[src/rtl/core/utf8_to_codepoint_decoder_defines.svh]
// assertion macros for the utf8 to code point decoder
// no dependencies; included by u2c_dp, the module that checks its own logic
`ifndef UTF8_TO_CODEPOINT_DECODER_DEFINES_SVH
`define UTF8_TO_CODEPOINT_DECODER_DEFINES_SVH

`ifndef NO_ASSERTIONS
`define U2C_ASSERT_ALWAYS(name, clk, rst_n, cond) \
	name: assert property (@(posedge clk) disable iff (!rst_n) (cond)) \
	else $error("u2c check failed");
`define U2C_ASSERT_IMPLIES(name, clk, rst_n, ante, cons) \
	name: assert property (@(posedge clk) disable iff (!rst_n) (ante) |-> (cons)) \
	else $error("u2c check failed");
`else
`define U2C_ASSERT_ALWAYS(name, clk, rst_n, cond)
`define U2C_ASSERT_IMPLIES(name, clk, rst_n, ante, cons)
`endif

`endif

[src/rtl/core/u2c_pkg.sv]
// types, constants and decode functions for the utf8 to code point decoder
// no dependencies; used by u2c_ctrl, u2c_dp and the top level
package u2c_pkg;

	localparam int unsigned BYTE_W = 8;
	localparam int unsigned CP_W   = 21;
	localparam int unsigned LEN_W  = 3;
	localparam int unsigned CNT_W  = 3;
	localparam int unsigned BUF_DEPTH = 4;

	localparam logic [CP_W-1:0] CP_REPLACEMENT = 21'h00FFFD;

	localparam logic [LEN_W-1:0] LEN_BAD  = 3'd0;
	localparam logic [LEN_W-1:0] LEN_ONE  = 3'd1;
	localparam logic [LEN_W-1:0] LEN_TWO  = 3'd2;
	localparam logic [LEN_W-1:0] LEN_THREE = 3'd3;
	localparam logic [LEN_W-1:0] LEN_FOUR = 3'd4;

	typedef struct packed {
		logic [BYTE_W-1:0] in_byte;
		logic              end_of_string;
	} in_beat_t;

	typedef struct packed {
		logic [CP_W-1:0] code_point;
		logic            run_last;
		logic            string_done;
	} out_beat_t;

	typedef struct packed {
		logic use_in;
		logic emit;
		logic run_last;
		logic string_done;
		logic hold;
		logic advance;
		logic clear;
	} u2c_cmd_t;

	typedef struct packed {
		logic emit_ok;
		logic emit_now;
		logic last;
	} u2c_stat_t;

	function automatic logic [LEN_W-1:0] seq_len(input logic [BYTE_W-1:0] b);
		logic [LEN_W-1:0] len;
		len = LEN_BAD;
		if ((b & 8'h80) == 8'h00) begin
			len = LEN_ONE;
		end else if ((b & 8'hE0) == 8'hC0) begin
			len = LEN_TWO;
		end else if ((b & 8'hF0) == 8'hE0) begin
			len = LEN_THREE;
		end else if ((b & 8'hF8) == 8'hF0) begin
			len = LEN_FOUR;
		end
		return len;
	endfunction

	function automatic logic [CP_W-1:0] decode_seq(
		input logic [BYTE_W-1:0] b0,
		input logic [BYTE_W-1:0] b1,
		input logic [BYTE_W-1:0] b2,
		input logic [BYTE_W-1:0] b3,
		input logic [LEN_W-1:0]  len
	);
		logic [CP_W-1:0] cp;
		case (len)
			LEN_ONE:   cp = {13'd0, b0};
			LEN_TWO:   cp = {10'd0, b0[4:0], b1[5:0]};
			LEN_THREE: cp = {5'd0, b0[3:0], b1[5:0], b2[5:0]};
			LEN_FOUR:  cp = {b0[2:0], b1[5:0], b2[5:0], b3[5:0]};
			default:   cp = CP_REPLACEMENT;
		endcase
		return cp;
	endfunction

endpackage

[src/rtl/core/u2c_ctrl.sv]
// controller for the utf8 decoder: accepts bytes and sequences the string-end flush
// depends on u2c_pkg
module u2c_ctrl (
	input  logic                clk,
	input  logic                arst_n,
	input  logic                byte_valid,
	input  logic                end_of_string,
	input  u2c_pkg::u2c_stat_t  stat,
	output logic                byte_stall,
	output u2c_pkg::u2c_cmd_t   cmd
);

	localparam logic ST_IDLE  = 1'b0;
	localparam logic ST_FLUSH = 1'b1;

	logic state_q;
	logic state_d;
	logic accept;

	assign byte_stall = (state_q != ST_IDLE) || !stat.emit_ok;
	assign accept     = byte_valid && !byte_stall;

	always_comb begin
		cmd     = '0;
		state_d = state_q;
		case (state_q)
			ST_IDLE: begin
				if (accept) begin
					cmd.use_in = 1'b1;
					if (!end_of_string) begin
						if (stat.emit_now) begin
							cmd.emit     = 1'b1;
							cmd.run_last = 1'b1;
							cmd.clear    = 1'b1;
						end else begin
							cmd.hold = 1'b1;
						end
					end else begin
						cmd.emit = 1'b1;
						if (stat.last) begin
							cmd.run_last    = 1'b1;
							cmd.string_done = 1'b1;
							cmd.clear       = 1'b1;
						end else begin
							cmd.advance = 1'b1;
							state_d     = ST_FLUSH;
						end
					end
				end
			end
			ST_FLUSH: begin
				if (stat.emit_ok) begin
					cmd.emit = 1'b1;
					if (stat.last) begin
						cmd.run_last    = 1'b1;
						cmd.string_done = 1'b1;
						cmd.clear       = 1'b1;
						state_d         = ST_IDLE;
					end else begin
						cmd.advance = 1'b1;
					end
				end
			end
			default: begin
				state_d = ST_IDLE;
			end
		endcase
	end

	always_ff @(posedge clk or negedge arst_n) begin
		if (!arst_n) begin
			state_q <= ST_IDLE;
		end else begin
			state_q <= state_d;
		end
	end

endmodule

[config.mk]
export PLATFORM = sky130hd
export DESIGN_NAME = u2c_ctrl
export DESIGN_NICKNAME = d
export VERILOG_FILES = /design/src/rtl/core/utf8_to_codepoint_decoder_defines.svh /design/src/rtl/core/u2c_pkg.sv /design/src/rtl/core/u2c_ctrl.sv
export SDC_FILE = /design/constraint.sdc
export NUM_CORES = 1
export LEC_CHECK = 0
export BUFFER_PORTS_ARGS = -buffer_cell sky130_fd_sc_hd__buf_2
export CELL_PAD_IN_SITES_DETAIL_PLACEMENT = 2
export CELL_PAD_IN_SITES_GLOBAL_PLACEMENT = 2
export CORE_AREA = 10 10 47 49
export CTS_BUF_LIST = sky130_fd_sc_hd__clkbuf_8
export DETAILED_ROUTE_END_ITERATION = 10
export DIE_AREA = 0 0 57 59
export GPL_TIMING_DRIVEN = 0
export MAX_ROUTING_LAYER = met4
export PLACE_DENSITY = 0.61
export SLEW_MARGIN = 10
export SYNTH_ARGS = -nofsm -noshare
export SYNTH_HDL_FRONTEND = slang
export SYNTH_SLANG_ARGS = --single-unit
[constraint.sdc]
create_clock -name clk -period 2 [get_ports clk]
set_input_delay 0.5 -clock clk [delete_from_list [all_inputs] [get_ports clk]]
set_output_delay 0.5 -clock clk [all_outputs]
set_load 0.02 [all_outputs]
Word level (Yosys, flattened, before mapping)
Cells that the tools add are included.
W data, S select, Z words.
- output and inout bits: 8
- logic and storage cells: 27
- bits of input ports: 7
- flip-flop bits (word level): 1
- muxes and demuxes: 21
- reduce and logical (&&, ||, !) cells: 4
- bitwise gates (word level): 1
- operators by type and width (operator ; number):
    $mux W1 ; 12
    $mux W2 ; 4
    $mux W7 ; 1
    $pmux W3 S2 ; 1
    $pmux W2 S2 ; 1
    $mux W3 ; 1
    $logic_not A1 Y1 ; 2
    $pmux W1 S2 ; 1
    $logic_and A1 B1 Y1 ; 1
    $logic_or A1 B1 Y1 ; 1
    $not A1 Y1 ; 1

Depth between registers and ports, before layout
- word-level depth: 6
- mapped depth: 3
- depth with buffers taken out: 2

Worst setup path after synthesis
OpenSTA, ideal clock, no wires.
- kind: reg-to-output
- from: reg state_q
- to: out cmd[4] (netlist name)
- required time: 1500 ps
- path buffers: 1
- path slack: 118 ps
- stages on the path, launching flop included: 4
- arrival time: 1382 ps
- cells stage by stage: dfrtp_1 -> nand2b_1 -> o32ai_2 -> buf_4
- RTL lines (item ; RTL line ; source):
    from (decl) ; u2c_ctrl.sv:16 ; logic state_q;
    from (signal assigned) ; u2c_ctrl.sv:74 ; state_q <= state_d;
    to (decl) ; u2c_ctrl.sv:10 ; output u2c_pkg::u2c_cmd_t cmd

==> impl_metrics.toml <==
[sta]
max_slew.worst_pin.slew_ns = 0.229
setup-tns-final_ns = 0
worst_clock_skew_ns = 0
final-hold-violation-count = 0
timing.final.crit_period_ns = 1.83
fin_crit_sh_pct = 91.4
worst_slew_margin_rel_pct = 84.7
setup_repair_after_global_routing_missed_its_margin = "false"
max_clock_freq_mhz = 547
final_max_slew_viols = 0
timing.final.setup_violations = 0

[placed_design]
dpl.hpwl_um = 572
buffers_added_on_ports = 14
finalWeightedCongestion = 0.641

[global_routing]
initial_antenna_violation_count = 0
grt_usage_pct = 3.64
global_route.overflow_total = 0
grt_start_max_net_pins = 8
grt_pass1_wl_um = 1020
first_global_vias = 187

[logic_synthesis]
syn_avg_cell_area_sq_um = 9.01
yosys_register_bits = 1
synth_largest_area_cell = "sky130_fd_sc_hd__dfrtp_1"
synth-warning-count = 0
synth_top_area_share_pct = 18.5
synthesis.area_sq_um = 135
post_synth_mux_area_share_pct = 0
simple_logic_cell_fraction_of_the_synthesized_area_pct = 38.0
postSynthNetCount = 22
synth.top_cells.by_area = "sky130_fd_sc_hd__dfrtp_1, sky130_fd_sc_hd__nor3b_2, sky130_fd_sc_hd__o32ai_2, sky130_fd_sc_hd__o21a_1, sky130_fd_sc_hd__a21oi_2"
synth-xor-area-share_pct = 0
synth_cell_type_count = 12
largest_family_of_logic_cells_by_synthesized_area = "compound AO/OA/AOI/OAI gates"
synth_compound_area_share_pct = 38.0
synth-seq-area-share_pct = 18.5
synthesis.instances = 15
adder_and_majority_cell_fraction_of_the_synthesized_area_pct = 0

[finish]
n_fill_cell = 179
area.growth.synth_to_final_pct = 66.7
largest_registers = "state_q: 1 flops"
largest-register = "state_q"
nets = 38
largest_register_ff_count = 1
drive_gt1_share_pct = 65.5
fin_util_pct = 16.1
n_diodes = 0

[drt]
wl_per_cell_um = 14.0
postRouteAntennaNets = 0
detailroute.via_count = 170
drt_drc_violations_left = 0
dr_vias_cell = 3.78
drt_iter0_drc = 0
first_pass_drt_iterations = 1
wl_um = 628

[power_and_ir_drop]
p_leak_nw = 0.114
peak_supply_drop_v = 0.0000633
power_per_cell_area_nw_per_um2 = 378

[setup_path]
cpPeakStageDelay_ns = 0.28
worstPathBufferInverterCount = 3
critical_path.most_common_cell = "sky130_fd_sc_hd__buf_2"
path_class = "in -> out"
crit_arrival_ns = 1.33
critical-path-slowest-cell = "sky130_fd_sc_hd__o32ai_2"
cell_by_cell_listing_of_the_critical_path = "buf_2 -> nand2b_1 -> o32ai_2 -> buf_4 -> buf_2"
critical_path_peak_fanout = 7
crit_path_end_kind = "output pin"
critical_path_required_ns = 1.50
cpLargestDelayFamily = "buffers and inverters"
startpoint_type = "input pin"

[hold_path]
min_path_type = "in -> async"

[die]
die_x_um = 57
chipHeight_um = 59
placement_rows = 14
top_level_ports = 15
core-area_sq_um = 1400
design.die.area_sq_um = 3360
floorplan.initialDensity_pct = 9.64

[clock_tree]
clock_insertion_delay_worst_skew_ns = 0
clock_pin_transition_on_the_worst_setup_and_hold_timing_paths_ns = 0
post_cts_resized = 0
cts_setup_buffers = 0
hold_buffers = 0

[run_status]
outcome = "complete, no violations"

[flow_run]
max_cap_violations = 0
-- cells in the final DEF (no fill, tap or decap), drive strengths merged --
cell type | Yosys | routed
a31oi | 1 | 1
and3b | 1 | 1
nand2 | 2 | 2
a21oi | 2 | 2
nand2b | 1 | 1
dfrtp | 1 | 1
nor2 | 1 | 1
o32ai | 1 | 1
buf | 1 | 15
o21a | 2 | 2
nor3b | 2 | 2
-- metrics by stage --
step	hold slack (ns)	total power, mW	instances	cell area (sq um)	worst slack [ns]
after floorplan	0.204	0.0602	15	135	0.118
after global placement	0.276	0.0856	45	225	0.171
after detailed placement	0.278	0.0866	45	225	0.162
after CTS	0.278	0.0868	45	225	0.157
after global routing	0.285	0.0913	45	225	0.0888
final	0.276	0.0852	45	225	0.172
-- kinds of logic (layout without fill, tap and decap cells) --
| group | after synthesis | count (layout) |
|---|---|---|
| simple gates | 7 | 7 |
| compound gates | 6 | 6 |
| buf+inv | 1 | 15 |
| flops | 1 | 1 |
-- cell type report --
cell class | instances | area [sq um] | area share, %
repair buffers | 14 | 70.1 | 31.1
multi-input cells | 13 | 103 | 45.6
well taps | 16 | 20.0 | 8.89
flip-flops and latches | 1 | 25.0 | 11.1
plain buffers | 1 | 7.51 | 3.33
-- synth_stat cells --
| cell | n |
|---|---|
| sky130_fd_sc_hd__a21oi_1 | 1 |
| sky130_fd_sc_hd__a21oi_2 | 1 |
| sky130_fd_sc_hd__a31oi_1 | 1 |
| sky130_fd_sc_hd__and3b_1 | 1 |
| sky130_fd_sc_hd__buf_4 | 1 |
| sky130_fd_sc_hd__dfrtp_1 | 1 |
| sky130_fd_sc_hd__nand2_1 | 2 |
| sky130_fd_sc_hd__nand2b_1 | 1 |
| sky130_fd_sc_hd__nor2_1 | 1 |
| sky130_fd_sc_hd__nor3b_2 | 2 |
| sky130_fd_sc_hd__o21a_1 | 2 |
| sky130_fd_sc_hd__o32ai_2 | 1 |
-- path summary, 6_finish.rpt --
path                          from       to  slack, ns  depth (start not counted)
setup / recovery           stat[2]   cmd[4]       0.17                          5
hold / removal              arst_n  state_q       0.28                          1
setup reg to reg           state_q  state_q       1.26                          2
hold reg to reg            state_q  state_q       0.62                          2
max in group asynchronous   arst_n  state_q       1.64                          1
min in group clk           state_q  state_q       0.62                          2
-- metal layers --
| metal | part of all wire, % | up-vias | wire length [um] | global-route usage [%] |
|---|---|---|---|---|
| li1 | - | 85 | - | - |
| met1 | 60 | 68 | 378 | 5.92 |
| met2 | 25 | 17 | 157 | 3.57 |
| met3 | 15 | 0 | 92 | 1.93 |
| met4 | 0 | 0 | 0 | 0 |
| met5 | 0 | - | 0 | - |
-- worst reg2reg max path, delay by kind of cell, from the launching register on --
family	cells	cell delay, ns
DFF	1	0.40
AOI/OAI and AO/OA	2	0.21
-- report_power, final --
group	switching [mW]	total, mW	internal (mW)
clock	0	0	0
sequential	0.00328	0.0262	0.0229
combinational	0.0353	0.0590	0.0237
total	0.0385	0.0852	0.0466
Note: power is estimated with default switching activity, not from simulation.
