## config.mk

```make
export PLATFORM = sky130hd
export DESIGN_NAME = u2c_dp
export DESIGN_NICKNAME = d
export VERILOG_FILES = /design/src/rtl/core/u2c_pkg.sv /design/src/rtl/core/u2c_dp.sv
export VERILOG_INCLUDE_DIRS = /design/src /design/src/rtl/core
export SDC_FILE = /design/constraint.sdc
export NUM_CORES = 1
export LEC_CHECK = 0
export BUFFER_PORTS_ARGS = -buffer_cell sky130_fd_sc_hd__buf_2
export CAP_MARGIN = 10
export CORE_ASPECT_RATIO = 0.6
export CORE_MARGIN = 2
export CORE_UTILIZATION = 45
export CTS_BUF_LIST = sky130_fd_sc_hd__clkbuf_16
export CTS_CLUSTER_SIZE = 16
export DETAILED_ROUTE_END_ITERATION = 8
export RECOVER_POWER = 25
export SETUP_SLACK_MARGIN = 0.1
export SYNTH_ARGS = -nofsm -noshare
export SYNTH_HDL_FRONTEND = slang
export SYNTH_SLANG_ARGS = --single-unit
export TNS_END_PERCENT = 1
```

## constraint.sdc

```tcl
create_clock -name clk -period 6.2 [get_ports clk]
set_input_delay 0.62 -clock clk [delete_from_list [all_inputs] [get_ports clk]]
set_output_delay 0.62 -clock clk [all_outputs]
set_load 0.02 [all_outputs]
```

## src/rtl/core/utf8_to_codepoint_decoder_defines.svh

```systemverilog
// assertion macros for the utf8 to code point decoder
// no dependencies; included by u2c_dp, the module that checks its own logic
`ifndef UTF8_TO_CODEPOINT_DECODER_DEFINES_SVH
`define UTF8_TO_CODEPOINT_DECODER_DEFINES_SVH

`ifndef NO_ASSERTIONS
`define U2C_ASSERT_ALWAYS(name, clk, rst_n, cond) \
	name: assert property (@(posedge clk) disable iff (!rst_n) (cond)) \
	else $error("u2c check failed");
`define U2C_ASSERT_IMPLIES(name, clk, rst_n, ante, cons) \
	name: assert property (@(posedge clk) disable iff (!rst_n) (ante) |-> (cons)) \
	else $error("u2c check failed");
`else
`define U2C_ASSERT_ALWAYS(name, clk, rst_n, cond)
`define U2C_ASSERT_IMPLIES(name, clk, rst_n, ante, cons)
`endif

`endif

```

## src/rtl/core/u2c_pkg.sv

```systemverilog
// types, constants and decode functions for the utf8 to code point decoder
// no dependencies; used by u2c_ctrl, u2c_dp and the top level
package u2c_pkg;

	localparam int unsigned BYTE_W = 8;
	localparam int unsigned CP_W   = 21;
	localparam int unsigned LEN_W  = 3;
	localparam int unsigned CNT_W  = 3;
	localparam int unsigned BUF_DEPTH = 4;

	localparam logic [CP_W-1:0] CP_REPLACEMENT = 21'h00FFFD;

	localparam logic [LEN_W-1:0] LEN_BAD  = 3'd0;
	localparam logic [LEN_W-1:0] LEN_ONE  = 3'd1;
	localparam logic [LEN_W-1:0] LEN_TWO  = 3'd2;
	localparam logic [LEN_W-1:0] LEN_THREE = 3'd3;
	localparam logic [LEN_W-1:0] LEN_FOUR = 3'd4;

	typedef struct packed {
		logic [BYTE_W-1:0] in_byte;
		logic              end_of_string;
	} in_beat_t;

	typedef struct packed {
		logic [CP_W-1:0] code_point;
		logic            run_last;
		logic            string_done;
	} out_beat_t;

	typedef struct packed {
		logic use_in;
		logic emit;
		logic run_last;
		logic string_done;
		logic hold;
		logic advance;
		logic clear;
	} u2c_cmd_t;

	typedef struct packed {
		logic emit_ok;
		logic emit_now;
		logic last;
	} u2c_stat_t;

	function automatic logic [LEN_W-1:0] seq_len(input logic [BYTE_W-1:0] b);
		logic [LEN_W-1:0] len;
		len = LEN_BAD;
		if ((b & 8'h80) == 8'h00) begin
			len = LEN_ONE;
		end else if ((b & 8'hE0) == 8'hC0) begin
			len = LEN_TWO;
		end else if ((b & 8'hF0) == 8'hE0) begin
			len = LEN_THREE;
		end else if ((b & 8'hF8) == 8'hF0) begin
			len = LEN_FOUR;
		end
		return len;
	endfunction

	function automatic logic [CP_W-1:0] decode_seq(
		input logic [BYTE_W-1:0] b0,
		input logic [BYTE_W-1:0] b1,
		input logic [BYTE_W-1:0] b2,
		input logic [BYTE_W-1:0] b3,
		input logic [LEN_W-1:0]  len
	);
		logic [CP_W-1:0] cp;
		case (len)
			LEN_ONE:   cp = {13'd0, b0};
			LEN_TWO:   cp = {10'd0, b0[4:0], b1[5:0]};
			LEN_THREE: cp = {5'd0, b0[3:0], b1[5:0], b2[5:0]};
			LEN_FOUR:  cp = {b0[2:0], b1[5:0], b2[5:0], b3[5:0]};
			default:   cp = CP_REPLACEMENT;
		endcase
		return cp;
	endfunction

endpackage

```

## src/rtl/core/u2c_dp.sv

```systemverilog
// datapath for the utf8 decoder: held bytes, decode step and output register
// depends on u2c_pkg and utf8_to_codepoint_decoder_defines.svh
`include "utf8_to_codepoint_decoder_defines.svh"

module u2c_dp (
	input  logic                            clk,
	input  logic                            arst_n,
	input  logic [u2c_pkg::BYTE_W-1:0]      in_byte,
	input  u2c_pkg::u2c_cmd_t               cmd,
	input  logic                            cp_stall,
	output u2c_pkg::u2c_stat_t              stat,
	output logic                            cp_valid,
	output u2c_pkg::out_beat_t              cp_data
);

	logic [u2c_pkg::BYTE_W-1:0] buf_q   [u2c_pkg::BUF_DEPTH];
	logic [u2c_pkg::BYTE_W-1:0] view    [u2c_pkg::BUF_DEPTH];
	logic [u2c_pkg::BYTE_W-1:0] shifted [u2c_pkg::BUF_DEPTH];
	logic [u2c_pkg::CNT_W-1:0]  count_q;
	logic [u2c_pkg::CNT_W-1:0]  n;
	logic [1:0]                 k_q;
	logic [u2c_pkg::LEN_W-1:0]  len;
	logic [u2c_pkg::LEN_W-1:0]  adv;
	logic                       fit;
	logic [u2c_pkg::CP_W-1:0]   cp;
	logic                       out_valid_q;
	u2c_pkg::out_beat_t         out_q;

	// bytes seen by the decode step: held bytes plus the incoming one when taken
	always_comb begin
		for (int j = 0; j < u2c_pkg::BUF_DEPTH; j++) begin
			view[j] = buf_q[j];
		end
		n = count_q;
		if (cmd.use_in) begin
			view[count_q[1:0]] = in_byte;
			n = count_q + 3'd1;
		end
	end

	assign len = u2c_pkg::seq_len(view[0]);
	assign fit = (len != u2c_pkg::LEN_BAD) && (len <= n);
	assign cp  = fit ? u2c_pkg::decode_seq(view[0], view[1], view[2], view[3], len)
	                 : u2c_pkg::CP_REPLACEMENT;
	assign adv = fit ? len : u2c_pkg::LEN_ONE;

	assign stat.emit_ok  = !out_valid_q || !cp_stall;
	assign stat.emit_now = (len == u2c_pkg::LEN_BAD) || (len <= n);
	assign stat.last     = (adv >= n) || (k_q == 2'd2);

	// drop the bytes just consumed
	always_comb begin
		for (int j = 0; j < u2c_pkg::BUF_DEPTH; j++) begin
			shifted[j] = view[j];
		end
		case (adv)
			3'd1: begin
				shifted[0] = view[1];
				shifted[1] = view[2];
				shifted[2] = view[3];
			end
			3'd2: begin
				shifted[0] = view[2];
				shifted[1] = view[3];
			end
			3'd3: begin
				shifted[0] = view[3];
			end
			default: begin
			end
		endcase
	end

	always_ff @(posedge clk) begin
		if (cmd.hold) begin
			buf_q <= view;
		end else if (cmd.advance) begin
			buf_q <= shifted;
		end
	end

	always_ff @(posedge clk or negedge arst_n) begin
		if (!arst_n) begin
			count_q <= '0;
			k_q     <= '0;
		end else if (cmd.clear) begin
			count_q <= '0;
			k_q     <= '0;
		end else if (cmd.hold) begin
			count_q <= n;
		end else if (cmd.advance) begin
			count_q <= n - adv;
			k_q     <= k_q + 2'd1;
		end
	end

	always_ff @(posedge clk or negedge arst_n) begin
		if (!arst_n) begin
			out_valid_q <= 1'b0;
		end else if (cmd.emit) begin
			out_valid_q <= 1'b1;
		end else if (!cp_stall) begin
			out_valid_q <= 1'b0;
		end
	end

	always_ff @(posedge clk) begin
		if (cmd.emit) begin
			out_q.code_point  <= cp;
			out_q.run_last    <= cmd.run_last;
			out_q.string_done <= cmd.string_done;
		end
	end

	assign cp_valid = out_valid_q;
	assign cp_data  = out_q;

	`U2C_ASSERT_IMPLIES(a_emit_room, clk, arst_n, cmd.emit, stat.emit_ok)
	`U2C_ASSERT_IMPLIES(a_hold_room, clk, arst_n, cmd.hold, count_q < 3'd3)
	`U2C_ASSERT_IMPLIES(a_advance_not_last, clk, arst_n, cmd.advance, !stat.last && cmd.emit)
	`U2C_ASSERT_ALWAYS(a_flush_bound, clk, arst_n, (k_q != 2'd3) && (count_q <= 3'd4))

endmodule

```

# Word level (Yosys, flattened, before mapping)
# Index checks and enable logic that the tools add are counted.
# totals
inputBits	18
out_inout_bits	27
wordCells	69
reg_bits	61
# op_classes
bitwise	1
muxes	24
n_reduce_logical	14
n_eq_ne	13
order_cmp	4
add_sub_neg	3
# op_table
op	n
$mux W32	3
$pmux W21 S4	1
$bwmux W32	1
$mux W3	9
$pmux W8 S3	1
$demux W8 S2	1
$mux W8	2
$pmux W8 S2	1
$eq A3 B2 Y1 const B	4
$logic_not A8 Y1	1
$eq A3 B1 Y1 const B	2
$eq A3 B3 Y1 const B	2
$mux W2	3
$reduce_bool A3 Y1	2
$eq A5 B5 Y1 const B	1
$eq A4 B4 Y1 const B	1
$ne A2 B2 Y1 const B	2
$reduce_bool A2 Y1	2
$add A3 B1 Y3 const B	1
$ge A3 B3 Y1	1
$ge A3 B3 Y1 const B	1
$le A3 B3 Y1	1
$logic_not A3 Y1	1
$logic_or A1 B1 Y1	3
other kinds (9)	12

# Longest topological paths before layout
# logic_depth
ltp_word	19
depth_mapped	21
depth_no_buf	18

# Least setup slack after synthesis
# Ideal clock, no wire load.
# synth_timing
path_type	register to output
start	reg count_q[0] in the netlist's numbering
end	out stat[0] in the netlist's numbering
required_ps	5580
stages_incl_launch_ff	20
setup_slack_ps	1631
n_path_buf	3
t_arrival_ps	3949
cell_sequence	dfrtp_1 > inv_1 > ha_1 > nand2_2 > buf_6 > a31oi_2 > or2_2 > clkbuf_1 > and2_1 > ha_1 > inv_1 > a211oi_1 > nor2_1 > a21oi_2 > buf_4 > nand2_1 > ha_1 > nor2b_1 > o21a_1 > o21ai_0
# synth_rtl
item	line	source
from (decl)	u2c_dp.sv:19	logic [u2c_pkg::CNT_W-1:0] count_q;
from (signal assigned)	u2c_dp.sv:90	count_q <= n;
from (signal assigned)	u2c_dp.sv:92	count_q <= n - adv;
to (decl)	u2c_dp.sv:11	output u2c_pkg::u2c_stat_t stat,

==> summary.txt <==
Power and ir drop
  – Cell Pwr Density: 517 nW/um^2
  – Worst vdd ir: 0.257 mV
  – Cell-internal power: 0.00137 W
  – Clk pwr share: 0.232
  – Total Power: 0.00227 W
  – Net Sw Power: 0.000907 W
  – Sequential power share: 0.303
  – Sw Ratio: 0.399
  – Leakage: 1.87 nW
  – Logic pwr share: 0.465

Timing
  – Final hold vios: 0
  – Setup TNS Final: 0 ns
  – FMAX: 0.196 GHz
  – Final period util: 0.821
  – RSZ-0062 raised after global routing: no
  – Final Skew: 0.00759 ns
  – Final hold slack: 0.157 ns
  – Final critical-path required period: 5.09 ns
  – Worst slew margin: 0.215
  – Final setup viols: 0
  – Worst Tran Pin Value: 1.18 ns
  – Final max-slew violation count: 0

Worst setup path
  – Crit-path cells: inv_1 > ha_1 > nand2_2 > mux2i_2 > nand3_1 > inv_1 > ha_1 > o21ai_0 > nor2_1 > a21oi_2 > nand2_1 > ha_1 > nor2b_1 > o21a_1 > o21ai_0 > buf_2
  – Slowest-stage cell, CP: nand3_1
  – Flop2flop setup slack: 1.75 ns
  – CP Data Required Time: 5.58 ns
  – CP peak stage delay: 0.52 ns
  – Worst setup SP type: register
  – Worst Setup End Kind: output port
  – Critical Path Most Common Cell: ha_1
  – Data arrival, critical path: 4.47 ns
  – Maximum fanout along the worst path: 22
  – Worst Setup Path Type: register to output port

Placed design
  – Post-DP HPWL: 7.16 mm
  – Placed cells: 485
  – Port bufs: 44
  – GPL Wtd Cong: 0.909

Floorplanning
  – Starting density of the core: 0.473
  – DIE WIDTH: 123 um
  – Boundary Pins: 45
  – Core region area: 8040 um^2
  – Total die area: 9230 um^2
  – DIE HEIGHT: 75.2 um
  – # rows: 25

Clocking
  – Hold Buf Count CTS: 0
  – Post-CTS setup buffer count: 0
  – CTS resizes: 0
  – H-tree levels: 3
  – Clk sinks: 61
  – Buffer levels on the longest clock path: 2
  – CTS Buf Count: 9
  – Clock-pin slew of the registers on the worst-case setup and hold paths: 0.05 ns
  – CTS tree: done
  – Clk Latency, worst-skew pair: 0.33 ns
  – Clock root buffer: clkbuf_16

Synthesis
  – Netlist cell types: 50
  – Register area share after synthesis: 0.473
  – Post-synth top area share: 0.434
  – Syn_nets: 379
  – Top post-synthesis cells by area: edfxtp_1 (43%), mux2i_1 (10%), nand2_1 (4.2%), dfrtp_1 (3.9%), ha_1 (3.6%)
  – Cell Area, Synth: 3810 um^2
  – YS warnings: 0
  – Asr flop ratio synth: 0.0984
  – Top cell type by total area after synthesis: edfxtp_1
  – Count of state elements after synthesis: 61
  – Mapped Cells: 349
  – Number of synthesized flops with an enable pin: 55
  – Main flop type after synthesis: edfxtp_1
  – Synth Area per Inst: 10.9 um^2

GRT
  – Initial antenna violation count: 0
  – Largest net degree at the start of global routing: 35
  – Vias in the first global route: 2710
  – Total Routing Usage GR: 0.240
  – GRT Residual Overflow: 0
  – First-pass GRT wire length: 16.0 mm

Run
  – Max-Cap Viols: 0

Routing
  – DRC viols: 0
  – DRT iter0 DRCs: 264
  – Antenna Nets Post-Route: 0
  – Vias: 3070
  – Vias per cell: 6.13
  – Final WL: 10.3 mm
  – Avg WL per Cell: 20.6 um
  – Drt pass-1 iters: 6

Hold path
  – Tightest Hold Check Type: input pin to async pin

Cells and area
  – Most common cell after layout, fill and taps aside: edfxtp_1
  – Most frequent cells in the layout: edfxtp_1 (55), nand2_1 (43), mux2i_1 (39)
  – Finished Layout Cells: 501
  – Fin nets: 418
  – Layout Area Growth over Synthesis: 15.5%
  – Core Util, Final: 0.547
  – Layout cells sized above 1: 0.186
  – Diode count: 0

Outcome
  – Status: complete, no violations
## state kept, by name (all words and copies together) (netlist names)
register and flops:
cp_valid 1, buf_q 32, cp_data 23, k_q 2, count_q 3
## metrics by stage
stage	setup slack, ns	area, um^2
5_1_grt	0.760	4400
3_3_place_gp	1.65	4090
6_report	1.11	4400
3_5_place_dp	1.58	4090
4_1_cts	1.18	4400
2_1_floorplan	1.63	3810
## power by group through the flow
stage | clock network [W] | registers (W) | logic, W
3_3_place_gp | 0 | 0.000692 | 0.00103
2_1_floorplan | 0 | 0.000763 | 0.000669
6_report | 0.000528 | 0.000688 | 0.00106
5_1_grt | 0.000557 | 0.000704 | 0.00115
4_1_cts | 0.000537 | 0.000687 | 0.00105
3_5_place_dp | 0 | 0.000694 | 0.00104
## logic make-up after synthesis
| group | Yosys count | share of synthesized area |
|---|---|---|
| compound gates | 108 | 0.217 |
| mux | 43 | 0.115 |
| buf+inv | 40 | 0.0477 |
| flops | 61 | 0.473 |
| fa+ha+maj | 12 | 0.0414 |
| simple gates | 81 | 0.0960 |
| xor+xnor | 4 | 0.00921 |
## synthesized netlist by cell type, types with 2 or more instances
| master | n |
|---|---|
| buf_4 | 3 |
| a21o_1 | 10 |
| or2_2 | 3 |
| buf_2 | 4 |
| o211ai_1 | 5 |
| buf_6 | 2 |
| a21oi_2 | 2 |
| a211o_1 | 9 |
| o21ai_0 | 6 |
| nor3b_1 | 5 |
| mux2i_1 | 39 |
| xnor2_1 | 2 |
| edfxtp_1 | 55 |
| o21a_1 | 2 |
| ha_1 | 11 |
| nand3_1 | 3 |
| and2_1 | 2 |
| nand2_1 | 43 |
| a211oi_1 | 2 |
| mux2_2 | 3 |
| xor2_1 | 2 |
| nor2_1 | 17 |
| o22ai_1 | 18 |
| o311ai_1 | 8 |
| a21boi_0 | 6 |
| dfrtp_1 | 6 |
| inv_1 | 19 |
| o221ai_1 | 5 |
| a31oi_1 | 12 |
| a2bb2oi_1 | 2 |
| a21oi_1 | 7 |
| a41oi_1 | 2 |
| and3_1 | 2 |
| o2111ai_1 | 6 |
| clkbuf_1 | 11 |
## cell type report
| class | count | area (um^2) |
|---|---|---|
| timing repair buffer | 49 | 249 |
| inverter | 19 | 71.3 |
| fill | 726 | 3640 |
| clock inverter | 7 | 90.1 |
| multi-input combinational | 248 | 1820 |
| clock buffer | 9 | 225 |
| tap | 108 | 135 |
| sequential | 61 | 1800 |
## layer usage
metal,track usage,share of wire,wire length [um]
met2,0.302,0.38,3910
met3,0.0621,0.10,1080
met5,0,0,0
met1,0.386,0.50,5170
met4,0.0754,0.015,158
## worst max-delay path: cells and delay by family (launching register included)
family	cells	cell delay [ns]
adder cells (fa/ha/maj)	3	0.84
AO/OA/AOI/OAI	4	0.71
buffers and inverters	3	0.47
flip-flops	1	0.44
AND/OR/NAND/NOR	5	1.26
multiplexers	1	0.41
## final timing paths
| path | cells after the start | start | to |
|---|---|---|---|
| max | 16 | count_q[0] | stat[0] |
| min | 1 | arst_n | count_q[0] |
| max reg2reg | 16 | count_q[0] | count_q[1] |
| min reg2reg | 2 | cp_valid | cp_valid |
| max in group asynchronous | 1 | arst_n | cp_valid |
| min in group clk | 1 | cmd[3] | cp_data[0] |
Power figures use the tool's default switching activity.
